**src/sv/aat_pkg.sv**
```systemverilog
package aat_pkg;

    localparam int MAX_NUMBER_CHARS_DEF = 8;
    localparam int KEYWORD_COUNT_DEF    = 45;
    localparam int QUEUE_DEPTH_DEF      = 4;

    localparam int KW_TABLE_SIZE = 45;
    localparam int WORD_KEEP     = 4;

    typedef enum logic [2:0] {
        K_COMMA   = 3'd0,
        K_HASH    = 3'd1,
        K_NUMBER  = 3'd2,
        K_KEYWORD = 3'd3,
        K_INVALID = 3'd4,
        K_EOL     = 3'd5,
        K_EOI     = 3'd6
    } t_kind;

    // sorted mnemonic and register table, packed ASCII, first char in top used byte
    localparam logic [31:0] KW_CHARS [KW_TABLE_SIZE] = '{
        "adc", "add", "and", "ands", "asl", "asr", "bic", "cmn", "cmp",
        "eor", "fp", "ip", "lr", "lsl", "lsr", "mov", "mvn", "orr", "pc",
        "r0", "r1", "r10", "r11", "r12", "r13", "r14", "r15", "r2", "r3",
        "r4", "r5", "r6", "r7", "r8", "r9", "ror", "rrx", "rsb", "rsc",
        "sbc", "sl", "sp", "sub", "teq", "tst"
    };

    // one scanner event: an optional finished word or number, then an optional
    // single-byte token at the current position
    typedef struct packed {
        logic        has_pend;
        logic        pend_word;
        logic [63:0] pend_text;
        logic [3:0]  pend_len;
        logic        pend_ovf;
        logic [15:0] pend_line;
        logic [15:0] pend_col;
        logic        has_simple;
        t_kind       simple_kind;
        logic [15:0] cur_line;
        logic [15:0] cur_col;
    } t_evt;

endpackage

```
**src/sv/aat_if.sv**
```systemverilog
interface aat_byte_if;
    logic       valid;
    logic       ready;
    logic [7:0] char_in;
    logic       end_of_input;

    modport source(output valid, output char_in, output end_of_input, input ready);
    modport sink(input valid, input char_in, input end_of_input, output ready);
endinterface

interface aat_tok_if;
    logic        valid;
    logic        ready;
    logic [2:0]  token_kind;
    logic [5:0]  keyword_index;
    logic [63:0] number_text;
    logic [3:0]  number_length;
    logic        number_overflow;
    logic [15:0] token_line;
    logic [15:0] token_column;
    logic        last_of_run;

    modport source(
        output valid, output token_kind, output keyword_index, output number_text,
        output number_length, output number_overflow, output token_line,
        output token_column, output last_of_run, input ready
    );
    modport sink(
        input valid, input token_kind, input keyword_index, input number_text,
        input number_length, input number_overflow, input token_line,
        input token_column, input last_of_run, output ready
    );
endinterface

```
**src/sv/arm_asm_tokenizer.sv**
```systemverilog
// Streaming tokenizer for ARM assembly text.
// Input channel i_byte: one source byte per transaction (char_in), or an
// end-of-input mark (end_of_input = 1, char_in ignored).
// Output channel o_tok: one token per transaction with kind, keyword index,
// number text, line and column of its first byte, and last_of_run set on the
// final token caused by one input transaction.
// A byte is accepted every cycle while the event queue has room. A byte that
// ends a word or number and is itself a token gives two tokens; the output
// stage emits both from that byte's single queue event, one after the other,
// and pops the event only together with the second token.
// The scanner writes each event into the queue, and the match stage
// registers the token from the queue head into the o_tok output register.
// The keyword lookup is a combinational parallel compare over the table.
// When o_tok.ready is low, the output register holds and the queue fills
// (QUEUE_DEPTH events); i_byte.ready drops only when the queue is full.
// Reset (synchronous, active low) empties queue and output stage, returns the
// scanner to idle and sets line and column to one.
module arm_asm_tokenizer
    import aat_pkg::*;
#(
    parameter int MAX_NUMBER_CHARS = MAX_NUMBER_CHARS_DEF,
    parameter int KEYWORD_COUNT    = KEYWORD_COUNT_DEF,
    parameter int QUEUE_DEPTH      = QUEUE_DEPTH_DEF
) (
    input  logic      i_clk,
    input  logic      i_rst_n,
    aat_byte_if.sink  i_byte,
    aat_tok_if.source o_tok
);

    logic push, full, q_valid, pop;
    t_evt push_evt, head;

    aat_front #(
        .MAX_NUMBER_CHARS(MAX_NUMBER_CHARS)
    ) u_front (
        .i_clk  (i_clk),
        .i_rst_n(i_rst_n),
        .i_byte (i_byte),
        .i_full (full),
        .o_push (push),
        .o_evt  (push_evt)
    );

    aat_queue #(
        .DEPTH(QUEUE_DEPTH)
    ) u_queue (
        .i_clk  (i_clk),
        .i_rst_n(i_rst_n),
        .i_push (push),
        .i_evt  (push_evt),
        .o_full (full),
        .o_valid(q_valid),
        .o_head (head),
        .i_pop  (pop)
    );

    aat_back #(
        .KEYWORD_COUNT(KEYWORD_COUNT)
    ) u_back (
        .i_clk  (i_clk),
        .i_rst_n(i_rst_n),
        .i_valid(q_valid),
        .i_head (head),
        .o_pop  (pop),
        .o_tok  (o_tok)
    );

endmodule

```
**src/sv/aat_front.sv**
```systemverilog
module aat_front
    import aat_pkg::*;
#(
    parameter int MAX_NUMBER_CHARS = MAX_NUMBER_CHARS_DEF
) (
    input  logic     i_clk,
    input  logic     i_rst_n,
    aat_byte_if.sink i_byte,
    input  logic     i_full,
    output logic     o_push,
    output t_evt     o_evt
);

    typedef enum logic [1:0] {
        M_IDLE = 2'd0,
        M_WORD = 2'd1,
        M_NUM  = 2'd2
    } t_mode;

    localparam logic [7:0] ChNul   = 8'h00;
    localparam logic [7:0] ChTab   = 8'h09;
    localparam logic [7:0] ChLf    = 8'h0A;
    localparam logic [7:0] ChCr    = 8'h0D;
    localparam logic [7:0] ChSpace = 8'h20;
    localparam logic [7:0] ChHash  = 8'h23;
    localparam logic [7:0] ChComma = 8'h2C;
    localparam logic [7:0] ChX     = 8'h78;
    localparam logic [15:0] PosMax = 16'hFFFF;

    t_mode       r_mode, n_mode;
    logic [63:0] r_text, n_text;
    logic [3:0]  r_len, n_len;
    logic        r_spill, n_spill;
    logic [15:0] r_line, n_line;
    logic [15:0] r_col, n_col;
    logic [15:0] r_sline, n_sline;
    logic [15:0] r_scol, n_scol;

    logic       accept;
    logic [7:0] c;
    logic       is_digit, is_alnum, is_hexx, in_token;
    t_evt       evt;

    assign i_byte.ready = !i_full;
    assign accept       = i_byte.valid && i_byte.ready;
    assign c            = i_byte.char_in;
    assign in_token     = (r_mode == M_WORD) || (r_mode == M_NUM);

    always_comb begin
        is_digit = (c >= "0") && (c <= "9");
        is_alnum = is_digit || ((c >= "a") && (c <= "z")) || ((c >= "A") && (c <= "Z"));
        is_hexx  = is_digit || ((c >= "a") && (c <= "f")) || ((c >= "A") && (c <= "F"))
                   || (c == ChX);
    end

    always_comb begin
        n_mode  = r_mode;
        n_text  = r_text;
        n_len   = r_len;
        n_spill = r_spill;
        n_line  = r_line;
        n_col   = r_col;
        n_sline = r_sline;
        n_scol  = r_scol;

        evt             = '0;
        evt.pend_word   = (r_mode == M_WORD);
        evt.pend_text   = r_text;
        evt.pend_len    = r_len;
        evt.pend_ovf    = r_spill;
        evt.pend_line   = r_sline;
        evt.pend_col    = r_scol;
        evt.simple_kind = K_EOL;
        evt.cur_line    = r_line;
        evt.cur_col     = r_col;

        if (i_byte.end_of_input) begin
            evt.has_pend    = in_token;
            evt.has_simple  = 1'b1;
            evt.simple_kind = K_EOI;
            n_mode          = M_IDLE;
        end else begin
            if ((r_mode == M_WORD) && is_alnum) begin
                if (r_len < 4'(WORD_KEEP)) begin
                    n_text = {r_text[55:0], c};
                end
                if (r_len <= 4'(WORD_KEEP)) begin
                    n_len = r_len + 4'd1;
                end
            end else if ((r_mode == M_NUM) && is_hexx) begin
                if (r_len < 4'(MAX_NUMBER_CHARS)) begin
                    n_text = {r_text[55:0], c};
                    n_len  = r_len + 4'd1;
                end else begin
                    n_spill = 1'b1;
                end
            end else begin
                evt.has_pend = in_token;
                n_mode       = M_IDLE;
                if ((c == ChSpace) || (c == ChTab)) begin
                    evt.has_simple = 1'b0;
                end else if (c == ChComma) begin
                    evt.has_simple  = 1'b1;
                    evt.simple_kind = K_COMMA;
                end else if (c == ChHash) begin
                    evt.has_simple  = 1'b1;
                    evt.simple_kind = K_HASH;
                end else if ((c == ChNul) || (c == ChLf) || (c == ChCr)) begin
                    evt.has_simple  = 1'b1;
                    evt.simple_kind = K_EOL;
                end else begin
                    n_sline = r_line;
                    n_scol  = r_col;
                    n_text  = {56'd0, c};
                    n_len   = 4'd1;
                    n_spill = 1'b0;
                    n_mode  = is_digit ? M_NUM : M_WORD;
                end
            end
            if (c == ChLf) begin
                if (r_line != PosMax) begin
                    n_line = r_line + 16'd1;
                end
                n_col = 16'd1;
            end else if (r_col != PosMax) begin
                n_col = r_col + 16'd1;
            end
        end
    end

    assign o_push = accept && (evt.has_pend || evt.has_simple);
    assign o_evt  = evt;

    always_ff @(posedge i_clk) begin
        if (!i_rst_n) begin
            r_mode  <= M_IDLE;
            r_line  <= 16'd1;
            r_col   <= 16'd1;
            r_sline <= 16'd1;
            r_scol  <= 16'd1;
            r_text  <= '0;
            r_len   <= '0;
            r_spill <= 1'b0;
        end else if (accept) begin
            r_mode  <= n_mode;
            r_text  <= n_text;
            r_len   <= n_len;
            r_spill <= n_spill;
            r_line  <= n_line;
            r_col   <= n_col;
            r_sline <= n_sline;
            r_scol  <= n_scol;
        end
    end

`ifndef SYNTHESIS
    a_push_nonempty: assert property (@(posedge i_clk) disable iff (!i_rst_n)
        o_push |-> (o_evt.has_pend || o_evt.has_simple))
        else $error("event pushed without a token");
    a_word_len: assert property (@(posedge i_clk) disable iff (!i_rst_n)
        (r_mode == M_WORD) |-> ((r_len != 4'd0) && (r_len <= 4'(WORD_KEEP + 1))))
        else $error("word length out of range");
`endif

endmodule

```
**src/sv/aat_queue.sv**
```systemverilog
module aat_queue
    import aat_pkg::*;
#(
    parameter int DEPTH = QUEUE_DEPTH_DEF
) (
    input  logic i_clk,
    input  logic i_rst_n,
    input  logic i_push,
    input  t_evt i_evt,
    output logic o_full,
    output logic o_valid,
    output t_evt o_head,
    input  logic i_pop
);

    localparam int PtrW = $clog2(DEPTH);
    localparam int CntW = $clog2(DEPTH + 1);

    t_evt            r_mem [DEPTH];
    logic [PtrW-1:0] r_wp, r_rp;
    logic [CntW-1:0] r_cnt;
    logic            do_pop;

    assign o_full  = (r_cnt == CntW'(DEPTH));
    assign o_valid = (r_cnt != '0);
    assign o_head  = r_mem[r_rp];
    assign do_pop  = i_pop && o_valid;

    always_ff @(posedge i_clk) begin
        if (i_push) begin
            r_mem[r_wp] <= i_evt;
        end
    end

    always_ff @(posedge i_clk) begin
        if (!i_rst_n) begin
            r_wp  <= '0;
            r_rp  <= '0;
            r_cnt <= '0;
        end else begin
            if (i_push) begin
                r_wp <= (r_wp == PtrW'(DEPTH - 1)) ? '0 : r_wp + 1'b1;
            end
            if (do_pop) begin
                r_rp <= (r_rp == PtrW'(DEPTH - 1)) ? '0 : r_rp + 1'b1;
            end
            if (i_push && !do_pop) begin
                r_cnt <= r_cnt + 1'b1;
            end else if (!i_push && do_pop) begin
                r_cnt <= r_cnt - 1'b1;
            end
        end
    end

`ifndef SYNTHESIS
    a_no_overrun: assert property (@(posedge i_clk) disable iff (!i_rst_n)
        (o_full && i_push) |-> do_pop)
        else $error("push into full queue");
`endif

endmodule

```
**src/sv/aat_back.sv**
```systemverilog
module aat_back
    import aat_pkg::*;
#(
    parameter int KEYWORD_COUNT = KEYWORD_COUNT_DEF
) (
    input  logic      i_clk,
    input  logic      i_rst_n,
    input  logic      i_valid,
    input  t_evt      i_head,
    output logic      o_pop,
    aat_tok_if.source o_tok
);

    localparam int KwN = (KEYWORD_COUNT < KW_TABLE_SIZE) ? KEYWORD_COUNT : KW_TABLE_SIZE;

    logic        r_valid;
    logic        r_phase;
    t_kind       r_kind;
    logic [5:0]  r_idx;
    logic [63:0] r_text;
    logic [3:0]  r_nlen;
    logic        r_ovf;
    logic [15:0] r_line, r_col;
    logic        r_last;

    logic       load, emit_pend;
    logic       kw_hit;
    logic [5:0] kw_idx;

    always_comb begin
        kw_hit = 1'b0;
        kw_idx = '0;
        for (int i = KwN - 1; i >= 0; i--) begin
            if (i_head.pend_text[31:0] == KW_CHARS[i]) begin
                kw_hit = 1'b1;
                kw_idx = 6'(i);
            end
        end
        if (i_head.pend_len > 4'(WORD_KEEP)) begin
            kw_hit = 1'b0;
        end
    end

    assign load      = i_valid && (!r_valid || o_tok.ready);
    assign emit_pend = i_head.has_pend && !r_phase;
    assign o_pop     = load && !(emit_pend && i_head.has_simple);

    always_ff @(posedge i_clk) begin
        if (!i_rst_n) begin
            r_valid <= 1'b0;
            r_phase <= 1'b0;
        end else begin
            if (load) begin
                r_valid <= 1'b1;
                r_phase <= emit_pend && i_head.has_simple;
            end else if (o_tok.ready) begin
                r_valid <= 1'b0;
            end
        end
    end

    always_ff @(posedge i_clk) begin
        if (load) begin
            if (emit_pend) begin
                r_line <= i_head.pend_line;
                r_col  <= i_head.pend_col;
                r_last <= !i_head.has_simple;
                if (i_head.pend_word) begin
                    r_kind <= kw_hit ? K_KEYWORD : K_INVALID;
                    r_idx  <= kw_hit ? kw_idx : 6'd0;
                    r_text <= '0;
                    r_nlen <= '0;
                    r_ovf  <= 1'b0;
                end else begin
                    r_kind <= K_NUMBER;
                    r_idx  <= '0;
                    r_text <= i_head.pend_text;
                    r_nlen <= i_head.pend_len;
                    r_ovf  <= i_head.pend_ovf;
                end
            end else begin
                r_kind <= i_head.simple_kind;
                r_idx  <= '0;
                r_text <= '0;
                r_nlen <= '0;
                r_ovf  <= 1'b0;
                r_line <= i_head.cur_line;
                r_col  <= i_head.cur_col;
                r_last <= 1'b1;
            end
        end
    end

    assign o_tok.valid           = r_valid;
    assign o_tok.token_kind      = r_kind;
    assign o_tok.keyword_index   = r_idx;
    assign o_tok.number_text     = r_text;
    assign o_tok.number_length   = r_nlen;
    assign o_tok.number_overflow = r_ovf;
    assign o_tok.token_line      = r_line;
    assign o_tok.token_column    = r_col;
    assign o_tok.last_of_run     = r_last;

`ifndef SYNTHESIS
    a_phase_head: assert property (@(posedge i_clk) disable iff (!i_rst_n)
        r_phase |-> (i_valid && i_head.has_pend && i_head.has_simple))
        else $error("second half of event lost its queue entry");
`endif

endmodule
```
**src/flat_wrapper.sv**
```systemverilog
// flat-port wrapper written by rule: the top's interface ports become plain ports
module arm_asm_tokenizer_flat import aat_pkg::*;
#(
    parameter int MAX_NUMBER_CHARS = MAX_NUMBER_CHARS_DEF,
    parameter int KEYWORD_COUNT    = KEYWORD_COUNT_DEF,
    parameter int QUEUE_DEPTH      = QUEUE_DEPTH_DEF
)
  (i_clk, i_rst_n, i_byte_valid, i_byte_char_in, i_byte_end_of_input, i_byte_ready, o_tok_valid, o_tok_token_kind, o_tok_keyword_index, o_tok_number_text, o_tok_number_length, o_tok_number_overflow, o_tok_token_line, o_tok_token_column, o_tok_last_of_run, o_tok_ready);
  aat_byte_if i_byte_i ();
  aat_tok_if o_tok_i ();
  input  logic i_clk;
  input  logic i_rst_n;
  input wire logic [$bits(i_byte_i.valid)-1:0] i_byte_valid;
  input wire logic [$bits(i_byte_i.char_in)-1:0] i_byte_char_in;
  input wire logic [$bits(i_byte_i.end_of_input)-1:0] i_byte_end_of_input;
  output wire logic [$bits(i_byte_i.ready)-1:0] i_byte_ready;
  output wire logic [$bits(o_tok_i.valid)-1:0] o_tok_valid;
  output wire logic [$bits(o_tok_i.token_kind)-1:0] o_tok_token_kind;
  output wire logic [$bits(o_tok_i.keyword_index)-1:0] o_tok_keyword_index;
  output wire logic [$bits(o_tok_i.number_text)-1:0] o_tok_number_text;
  output wire logic [$bits(o_tok_i.number_length)-1:0] o_tok_number_length;
  output wire logic [$bits(o_tok_i.number_overflow)-1:0] o_tok_number_overflow;
  output wire logic [$bits(o_tok_i.token_line)-1:0] o_tok_token_line;
  output wire logic [$bits(o_tok_i.token_column)-1:0] o_tok_token_column;
  output wire logic [$bits(o_tok_i.last_of_run)-1:0] o_tok_last_of_run;
  input wire logic [$bits(o_tok_i.ready)-1:0] o_tok_ready;
  assign i_byte_i.valid = i_byte_valid;
  assign i_byte_i.char_in = i_byte_char_in;
  assign i_byte_i.end_of_input = i_byte_end_of_input;
  assign i_byte_ready = i_byte_i.ready;
  assign o_tok_valid = o_tok_i.valid;
  assign o_tok_token_kind = o_tok_i.token_kind;
  assign o_tok_keyword_index = o_tok_i.keyword_index;
  assign o_tok_number_text = o_tok_i.number_text;
  assign o_tok_number_length = o_tok_i.number_length;
  assign o_tok_number_overflow = o_tok_i.number_overflow;
  assign o_tok_token_line = o_tok_i.token_line;
  assign o_tok_token_column = o_tok_i.token_column;
  assign o_tok_last_of_run = o_tok_i.last_of_run;
  assign o_tok_i.ready = o_tok_ready;
  arm_asm_tokenizer #(.MAX_NUMBER_CHARS(MAX_NUMBER_CHARS), .KEYWORD_COUNT(KEYWORD_COUNT), .QUEUE_DEPTH(QUEUE_DEPTH)) u_core (.i_clk(i_clk), .i_rst_n(i_rst_n), .i_byte(i_byte_i), .o_tok(o_tok_i));
endmodule
```
**config.mk**
```make
export PLATFORM = sky130hd
export DESIGN_NAME = arm_asm_tokenizer_flat
export DESIGN_NICKNAME = d
export VERILOG_FILES = /design/src/sv/aat_pkg.sv /design/src/sv/aat_if.sv /design/src/sv/arm_asm_tokenizer.sv /design/src/sv/aat_front.sv /design/src/sv/aat_queue.sv /design/src/sv/aat_back.sv /design/src/flat_wrapper.sv
export SDC_FILE = /design/constraint.sdc
export NUM_CORES = 1
export LEC_CHECK = 0
export BUFFER_PORTS_ARGS = -buffer_cell sky130_fd_sc_hd__buf_2
export CORE_ASPECT_RATIO = 0.5
export CORE_MARGIN = 5
export CORE_UTILIZATION = 30
export DETAILED_ROUTE_END_ITERATION = 8
export HOLD_SLACK_MARGIN = 0.08
export SLEW_MARGIN = 20
export SYNTH_ARGS = -nofsm -noshare
export SYNTH_HDL_FRONTEND = slang
export SYNTH_SLANG_ARGS = --single-unit
```
**constraint.sdc**
```tcl
create_clock -name i_clk -period 17.2 [get_ports i_clk]
set_input_delay 2.58 -clock i_clk [delete_from_list [all_inputs] [get_ports i_clk]]
set_output_delay 2.58 -clock i_clk [all_outputs]
set_load 0.05 [all_outputs]
```
==> run_results.csv, run 1 <==
group,metric,value,unit
drt,wl_met2,35800,um
cells_and_area,fin_cells,3467,
timing,final-max-slew-violation-count,0,
placed_design,pre_cts_ws,9.82,ns
critical_path,arrival,6.94,ns
timing,setup-tns-final,0,ns
status,status,"finished clean",
drt,vias_per_cell,4.89,
clock_tree,ctsHoldBuffers,0,
critical_path,start_kind,"input pin",
timing,fmax,149,MHz
clock_tree,post_cts_buffers,0,
synth,synthSimpleGateAreaFrac,0.0841,
grt,antenna_found_initial,0,
clock_tree,clockBufferDepth,3,
timing,setup_slack,10.51,ns
grt,grt_pass1_wl,107000,um
grt,grt_usage,0.122,
die,rows,84,
cells_and_area,seq_area,0.0230,sq mm
synth,synth_top_family_by_area,"multiplexers",
pwr,total_leakage_power,11.9,nW
grt,grt_pass1_vias,17311,
die,coreArea,0.105,sq mm
cells_and_area,multi_input_area,0.00819,sq mm
clock_tree,clkSinkCount,813,
placed_design,dp.cells,3316,
timing,slew_headroom,0.272,
clock_tree,clk_latency,0.62,ns
clock_tree,cts_resized,0,
placed_design,gp_congestion,0.869,
grt,grt_max_degree,119,
placed_design,hpwl,40700,um
drt,wl_met1,29500,um
cells_and_area,antenna_cells,0,
synth,syn_inst,1852,
synth,synth_compound_area_frac,0.0459,
die,io_pins,126,
critical_path,end_kind,"register",
synth,dominantRegCellSynth,"edfxtp_1",
timing,hold_viol_final,0,
cells_and_area,fin_nets,2007,
placed_design,place.port_buffers,125,
drt,routed.top_layer,"met4",
synth,synth-xor-area-share,0.00692,
critical_path,crit_fanout,59,
clock_tree,htreeDepth,3,
timing,skew,0.0166,ns
timing,worstMarginPinSlew,1.09,ns
synth,syn_nets,1878,
synth,synth_edf_count,667,
synth,muxShareOfSynthArea,0.115,
pwr,p_per_area,160,mW/mm^2
timing,finalCritPeriodShare,0.389,
clock_tree,cts_buffers,81,
synth,async_flop_share,0,
critical_path,crit_type,"in -> reg",
job,cap_violations,0,
synth,ys_seq_area_frac,0.725,
drt,drc_errors,0,
clock_tree,root_buffer,"clkbuf_16",
timing,fin_crit,6.69,ns
drt,wire_per_inst,20.2,um
grt,overflow,0,
die,die_h,240,um
drt,wl_met3,2940,um
hold_path,hold_class,"reg -> reg",
critical_path,r2r_setup_slack,12.23,ns
drt,dr.pass1.iters,5,
synth,synth_fa_ha_area_frac,0.00538,
synth,yosysUniqueCellTypes,94,
synth,synth-seq-cells,813,
drt,routed_wl,70000,um
timing,rsz0062_at_grt,"no",
synth,syn_area_per_cell,17.1,sq um
cells_and_area,drive_above_1_share,0.236,
clock_tree,cts_tree,"done",
cells_and_area,post-route-util,0.348,
drt,drt_iter0_drc,1108,
timing,hold_slack,0.494,ns
cells_and_area,syn_to_final_growth,15.3,%
pwr,ir_worst_vdd,0.105,mV
die,die_area,0.112,sq mm
drt,antenna_left,0,
cells_and_area,fillerInstances,9910,
timing,setup_viol,0,
clock_tree,clk_pin_slew,0.06,ns
synth,yosysWarnings,0,
die,start_util,0.302,
drt,vias,16955,
synth,syn-cell-area,0.0316,sq mm
die,die-width,469,um
critical_path,crit_required,17.45,ns
## cells in the mapped netlist, types with 14 or more instances
master | count | area share
a22oi_1 | 58 | 0.014
inv_1 | 16 | 0.0019
nand2_1 | 77 | 0.0091
nor2_1 | 117 | 0.014
dfxtp_1 | 146 | 0.092
mux4_2 | 138 | 0.098
nor2b_1 | 14 | 0.0028
o21ai_0 | 50 | 0.0079
clkbuf_1 | 71 | 0.0084
mux2i_1 | 17 | 0.0054
and3_1 | 77 | 0.015
xnor2_1 | 16 | 0.0044
nor3_1 | 25 | 0.0040
and2_1 | 15 | 0.0030
mux2_2 | 33 | 0.012
nand4_1 | 22 | 0.0043
a21oi_1 | 58 | 0.0092
nand3_1 | 32 | 0.0051
edfxtp_1 | 667 | 0.63
## worst max-delay path, cell delays in order
cell and delay [ns]:
buf_2 0.21, and4b_1 0.22, o21ai_0 0.18, a211oi_1 0.10, o21ai_0 0.51, o211ai_1 0.23
a21oi_1 0.67, and2_4 0.55, buf_4 0.71, buf_4 0.82
## state kept, by name, summed over array words and instances, names as in the netlist, 6 cells and up, named ones only
| name | count |
|---|---|
| u_core.u_back.o_tok.token_line | 16 |
| u_core.u_back.o_tok.token_column | 16 |
| u_core.u_queue.r_mem | 556 |
| u_core.u_back.o_tok.number_text | 64 |
| u_core.u_front.r_scol | 16 |
| u_core.u_front.r_sline | 16 |
| u_core.u_front.r_col | 16 |
| u_core.u_back.o_tok.keyword_index | 6 |
| u_core.u_front.r_line | 16 |
| u_core.u_front.r_text | 64 |
## cell families (layout without fill, tap and decap cells)
family,after synthesis,after routing
AOI/OAI and AO/OA,220,220
xor gates and xnor gates,25,25
adders and majority gates,13,13
buffers and inverters,119,315
DFF,813,813
muxes,188,188
and+or+nand+nor,474,474
## per-stage QoR
stage	total power, mW	cell area [sq um]
finish	5.83	36500
global route	6.08	36500
CTS	5.91	36500
floorplan	3.74	31600
global placement	4.15	33800
detailed placement	4.16	33800
## power breakdown
group	internal [mW]	switching, mW	leakage (nW)
Clock	1.02	0.721	1.30
Sequential	2.41	0.0953	7.49
Combinational	0.457	1.12	3.15
## placed cells by master, fill, tap and decap left out, types with 11 or more instances in the layout
master,synthesis,layout
clkbuf_16,0,83
or3_1,11,11
and2_1,15,11
buf_4,1,22
clkbuf_8,0,16
a22oi_1,58,58
nor2_1,117,116
nand4_1,22,22
and3_1,77,76
nand3_1,32,32
buf_2,11,125
o21ai_0,50,50
xnor2_1,16,16
edfxtp_1,667,667
nor2b_1,14,14
nand2_1,77,77
ha_1,12,12
nand2b_1,13,13
nor3_1,25,25
mux2_2,33,33
dfxtp_1,146,144
a21oi_1,58,57
inv_1,16,15
clkbuf_1,71,25
mux2i_1,17,17
nor4_1,11,11
mux4_2,138,138
## worst paths after layout
kind	from	endpoint	cells after the start
setup / recovery	i_byte_char_in[0]	u_core.u_queue.r_mem[2][16]	10
hold / removal	u_core.u_queue.r_rp[0]	register	2
hold reg to reg	u_core.u_queue.r_rp[0]	register	2
setup reg to reg	register	u_core.u_back.o_tok.keyword_index[1]	10
## cell type report
cell class	count	area share
repair buffers	148	0.0222
inverters	17	0.00192
multi-input cells	920	0.225
clock buffers	124	0.0656
well taps	1419	0.0487
flip-flops and latches	813	0.629
clock inverters	26	0.00751
## layer usage
| layer | track usage | vias to the layer above |
|---|---|---|
| met5 | 0 | - |
| met4 | 0.0399 | 0 |
| met3 | 0.0182 | 124 |
| met2 | 0.214 | 428 |
| met1 | 0.156 | 8770 |
| li1 | - | 7633 |
Power figures use the tool's default switching activity.
==> inputs of run 2 (changes only) <==
clock period = 6.9 ns   (was 17.2 ns; I/O delays follow)
==> run 2 against run 1 <==
Effect of this change: combinational power is 150% higher; non-clock buffer count is 4 higher; critical path depth is 3 higher; routed wire length is 0.38% higher; final area hardly changed; register-to-register slack worse by 9.7 ns; via count is 0.13% higher; total power is 150% higher; worst hold slack better by 0.0013 ns; largest power group unchanged; highest routed layer unchanged.
==> run_results.csv, run 2 (same netlist as run 1, synthesis figures left out) <==
group,metric,value,unit
hold_path,hold_class,"reg -> reg",
pwr,switching_share,0.336,
clock_tree,root_buffer,"clkbuf_16",
timing,worstMarginPinSlew,1.08,ns
drt,routed_wl,70300,um
critical_path,critPathSlowestCell,"dfxtp_4",
timing,setup_viol,0,
clock_tree,clk_latency,0.62,ns
pwr,clkPwrFrac,0.296,
critical_path,crit_path_max_incr_delay,0.87,ns
grt,overflow,0,
die,coreArea,0.105,sq mm
grt,gr-usage-met3,0.0180,
placed_design,dp.cells,3321,
pwr,p_comb_frac,0.268,
timing,rsz0062_at_grt,"no",
timing,fmax,230,MHz
pwr,total_leakage_power,12.0,nW
die,io_pins,126,
critical_path,worstRegToRegCells,13,
clock_tree,ctsHoldBuffers,0,
grt,grt_pass1_vias,17401,
grt,grt_pass1_wl,107000,um
placed_design,hpwl,41500,um
pwr,p_switching,4.86,mW
grt,grt_usage,0.122,
drt,vias,16977,
status,status,"finished clean",
timing,slew_headroom,0.277,
timing,fin_crit,4.34,ns
clock_tree,cts_buffers,80,
drt,drt_iter0_drc,1302,
critical_path,start_kind,"register",
placed_design,gp_congestion,0.901,
die,die-width,469,um
cells_and_area,fin_nets,2010,
pwr,p_int,9.62,mW
cells_and_area,syn_to_final_growth,15.4,%
clock_tree,htreeDepth,3,
drt,vias_per_cell,4.89,
clock_tree,cts_resized,0,
placed_design,place.port_buffers,125,
critical_path,end_kind,"register",
critical_path,arrival,4.88,ns
grt,antenna_found_initial,2,
timing,hold_viol_final,0,
drt,dr.pass1.iters,5,
timing,setup-tns-final,0,ns
cells_and_area,fin_cells,3473,
pwr,p_seq_frac,0.435,
grt,grt_busiest_layer,"met2",
timing,hold_slack,0.495,ns
drt,drc_errors,0,
die,die_area,0.112,sq mm
die,die_h,240,um
grt,met2_usage,0.214,
placed_design,pre_cts_ws,1.96,ns
timing,final-max-slew-violation-count,0,
clock_tree,cts_tree,"done",
die,start_util,0.302,
timing,setup_slack,2.56,ns
critical_path,crit_type,"reg -> reg",
critical_path,crit_fanout,40,
grt,grt_max_degree,135,
drt,wire_per_inst,20.2,um
clock_tree,clockBufferDepth,3,
grt,grtUsageMet1,0.160,
pwr,ir_worst_vdd,0.274,mV
cells_and_area,drive_above_1_share,0.240,
critical_path,crit_required,7.44,ns
job,cap_violations,0,
pwr,p_per_area,397,mW/mm^2
critical_path,worstPathCellList,"buf_4, buf_4, nor2b_1, a211oi_1, a211oi_4, nand2_1, nand2_1, ha_1, inv_1, fa_1, xor2_1, or3_1, a21oi_1",
cells_and_area,largest_reg_flops,556,
cells_and_area,largest_register,"u_core.u_queue.r_mem",
cells_and_area,most-common-layout-cells,"edfxtp_1, dfxtp_1, mux4_2",
cells_and_area,layout_commonest_cell,"edfxtp_1",
timing,finalCritPeriodShare,0.629,
timing,skew,0.0224,ns
clock_tree,post_cts_buffers,0,
clock_tree,clk_pin_slew,0.06,ns
drt,antenna_left,0,
die,rows,84,
hold_path,whs_path_depth,2,
clock_tree,clkSinkCount,813,
run 2: cell types whose count changed in the layout (fill, tap and decap cells not counted), moves of 2 or more:
cell,before,now
clkbuf_8,16,11
clkinv_1,8,6
clkbuf_1,25,19
clkinvlp_4,1,5
diode_2,0,2
clkinv_2,8,16
buf_12,1,5
inv_6,5,3
clkinv_8,1,3
run 2: worst paths after layout:
kind / startpoint / to / slack, ns
worst max-delay path: register / u_core.u_queue.r_cnt[2] / 2.56
worst min-delay path: u_core.u_queue.r_rp[0] / register / 0.49
worst max register to register: register / u_core.u_queue.r_cnt[2] / 2.56
worst min register to register: u_core.u_queue.r_rp[0] / register / 0.49
run 2: layout make-up:
type / instances / area [sq um]
clock inverter: 37 / 325
sequential: 813 / 23000
fill: 9921 / 68400
tap: 1419 / 1780
timing repair buffer: 152 / 891
clock buffer: 113 / 2300
inverter: 17 / 68.8
multi-input combinational: 920 / 8180
antenna: 2 / 5.00
run 2: power groups by stage:
| stage | clock (mW) | combinational (mW) | sequential, mW |
|---|---|---|---|
| floorplan | 0 | 1.77 | 7.52 |
| global placement | 0 | 3.95 | 6.42 |
| detailed placement | 0 | 3.96 | 6.43 |
| CTS | 4.39 | 3.97 | 6.34 |
| global route | 4.61 | 4.11 | 6.37 |
| finish | 4.29 | 3.89 | 6.31 |
run 2: stage by stage:
stage / util / instance area (sq um) / total power [mW]
6_report: 0.348 / 36500 / 14.5
5_1_grt: 0.348 / 36500 / 15.1
4_1_cts: 0.348 / 36500 / 14.7
3_5_place_dp: 0.323 / 33900 / 10.4
3_3_place_gp: 0.323 / 33900 / 10.4
2_1_floorplan: - / 31600 / 9.29
run 2: worst max-delay path: cells and delay by family (launching register included):
| kind | cells | cell delay, ns |
|---|---|---|
| buffers and inverters | 3 | 1.36 |
| DFF | 1 | 0.87 |
| AOI/OAI and AO/OA | 3 | 0.70 |
| and+or+nand+nor | 4 | 0.70 |
| adders and majority gates | 2 | 0.50 |
| xor gates and xnor gates | 1 | 0.07 |
run 2: metal layers:
layer / up-vias / routed length (um)
li1: 7636 / -
met1: 8799 / 30800
met2: 423 / 35200
met3: 119 / 2830
met4: 0 / 1430
met5: - / 0
==> inputs of run 3 (changes only) <==
clock period = 4.15 ns   (was 6.9 ns; I/O delays follow)
==> run 3 against run 2 <==
Effect of this change: die area unchanged; final area up 1.1%; final cell count up 0.84%; via count up 0.17%; register-to-register slack worse by 2.4 ns; largest power group unchanged; critical path depth down 4; first-iteration DRC count down 2.2%; sequential power up 66%; clock skew up 0.0050 ns; fmax up 8.7%.
==> run_results.csv, run 3 (same netlist as run 1, synthesis figures left out) <==
group,metric,value,unit
die,coreArea,0.105,sq mm
critical_path,worst-path-stages,9,
critical_path,r2r-end,"u_core.u_back.o_tok.keyword_index[1]",
critical_path,crit_buf_inv,0,
clock_tree,cts_tree,"done",
cells_and_area,drive_above_1_share,0.248,
placed_design,place.port_buffers,125,
grt,grt_pass1_vias,17473,
critical_path,worstPathCellList,"mux4_2, nor2b_1, nand4_1, nor3_1, o21ai_0, nand4_1, nor4_2, nand2b_4, a41oi_1",
drt,dr.pass1.iters,5,
pwr,total_power,24.4,mW
timing,skew,0.0274,ns
hold_path,whs_path_depth,3,
critical_path,crit_fanout,41,
timing,fin_crit,3.99,ns
timing,hold_viol_final,0,
grt,grt_pass1_wl,110000,um
grt,grt_busiest_layer,"met2",
pwr,ir_worst_vdd,0.675,mV
drt,antenna_left,0,
die,die-width,469,um
grt,grt_usage,0.126,
cells_and_area,fin_cells,3502,
cells_and_area,fin_nets,2041,
grt,antenna_found_initial,2,
status,status,"finished clean",
critical_path,end_kind,"register",
clock_tree,clockBufferDepth,3,
pwr,p_per_area,661,mW/mm^2
cells_and_area,most-common-layout-cells,"edfxtp_1, dfxtp_1, mux4_2",
die,die_h,240,um
placed_design,hpwl,42700,um
drt,wire_per_inst,20.6,um
placed_design,dp.cells,3353,
timing,slew_headroom,0.310,
clock_tree,root_buffer,"clkbuf_16",
pwr,total_leakage_power,12.2,nW
critical_path,crit_type,"reg -> reg",
placed_design,gp_congestion,0.852,
clock_tree,clk_pin_slew,0.06,ns
drt,drt_iter0_drc,1274,
critical_path,cpMostUsedCell,"nand4_1",
critical_path,start_kind,"register",
hold_path,hold_end,"u_core.u_front.r_text[5]",
grt,gr-usage-met3,0.0207,
critical_path,crit_family,"simple AND/OR/NAND/NOR gates",
die,rows,84,
drt,routed_wl,72300,um
grt,grtUsageMet1,0.162,
timing,finalCritPeriodShare,0.962,
clock_tree,ctsHoldBuffers,0,
timing,final-max-slew-violation-count,0,
timing,setup_slack,0.157,ns
grt,grt_max_degree,135,
timing,setup-tns-final,0,ns
cells_and_area,layout_commonest_cell,"edfxtp_1",
critical_path,arrival,4.30,ns
die,start_util,0.302,
grt,met2_usage,0.222,
drt,drc_errors,0,
clock_tree,clkSinkCount,813,
critical_path,r2r_setup_slack,0.16,ns
cells_and_area,largest_register,"u_core.u_queue.r_mem",
timing,rsz0062_at_grt,"no",
cells_and_area,largest_reg_flops,556,
timing,setup_viol,0,
critical_path,worstRegToRegCells,9,
die,die_area,0.112,sq mm
hold_path,hold_class,"in -> reg",
timing,fmax,250,MHz
job,cap_violations,0,
clock_tree,clk_latency,0.62,ns
drt,vias_per_cell,4.86,
placed_design,pre_cts_ws,0.241,ns
hold_path,min_from,"i_byte_char_in[5]",
critical_path,critPathSlowestCell,"dfxtp_4",
critical_path,crit_path_max_incr_delay,0.78,ns
clock_tree,htreeDepth,3,
die,io_pins,126,
clock_tree,cts_buffers,79,
clock_tree,cts_resized,0,
timing,worstMarginPinSlew,1.03,ns
clock_tree,post_cts_buffers,0,
cells_and_area,syn_to_final_growth,16.7,%
grt,overflow,0,
drt,vias,17006,
critical_path,crit_required,4.45,ns
## run 3: layer usage
metal / share of wire / routed length (um) / up-vias
met3: 0.036 / 2630 / 112
met1: 0.44 / 31700 / 8852
met2: 0.51 / 36500 / 344
met5: 0 / 0 / -
met4: 0.021 / 1500 / 0
li1: - / - / 7698
## run 3: cell type report
type | instances | area, sq um
fillers | 9868 | 68000
repair buffers | 184 | 1270
inverters | 17 | 68.8
clock inverters | 37 | 444
diodes | 3 | 7.51
clock buffers | 109 | 2210
flip-flops and latches | 813 | 23000
well taps | 1419 | 1780
multi-input cells | 920 | 8180
## run 3: worst max-delay path by stage
stage | slack [ns] | to
floorplan | -0.20 | u_core.u_queue.r_mem[3][0]
global placement | 0.17 | u_core.u_back.o_tok.keyword_index[1]
detailed placement | 0.24 | u_core.u_back.o_tok.keyword_index[1]
CTS | 0.20 | u_core.u_back.o_tok.keyword_index[1]
global route | 0.004 | u_core.u_back.o_tok.keyword_index[1]
finish | 0.16 | u_core.u_back.o_tok.keyword_index[1]
## run 3: worst min-delay path, cell delays in order
cell and delay [ns]:
buf_2 0.15, mux2i_1 0.08, nor2_1 0.07
## run 3: stage by stage
| stage | util | hold WS, ns | area [sq um] |
|---|---|---|---|
| 2_1_floorplan | - | 0.454 | 31700 |
| 3_3_place_gp | 0.327 | 0.470 | 34300 |
| 3_5_place_dp | 0.327 | 0.479 | 34300 |
| 4_1_cts | 0.352 | 0.302 | 36900 |
| 5_1_grt | 0.352 | 0.332 | 36900 |
| 6_report | 0.352 | 0.346 | 36900 |
## run 3: report_power, final
group | switching (mW) | internal, mW | total, mW
Combinational | 4.60 | 2.01 | 6.61
Clock | 3.01 | 4.31 | 7.32
Sequential | 0.478 | 10.0 | 10.5
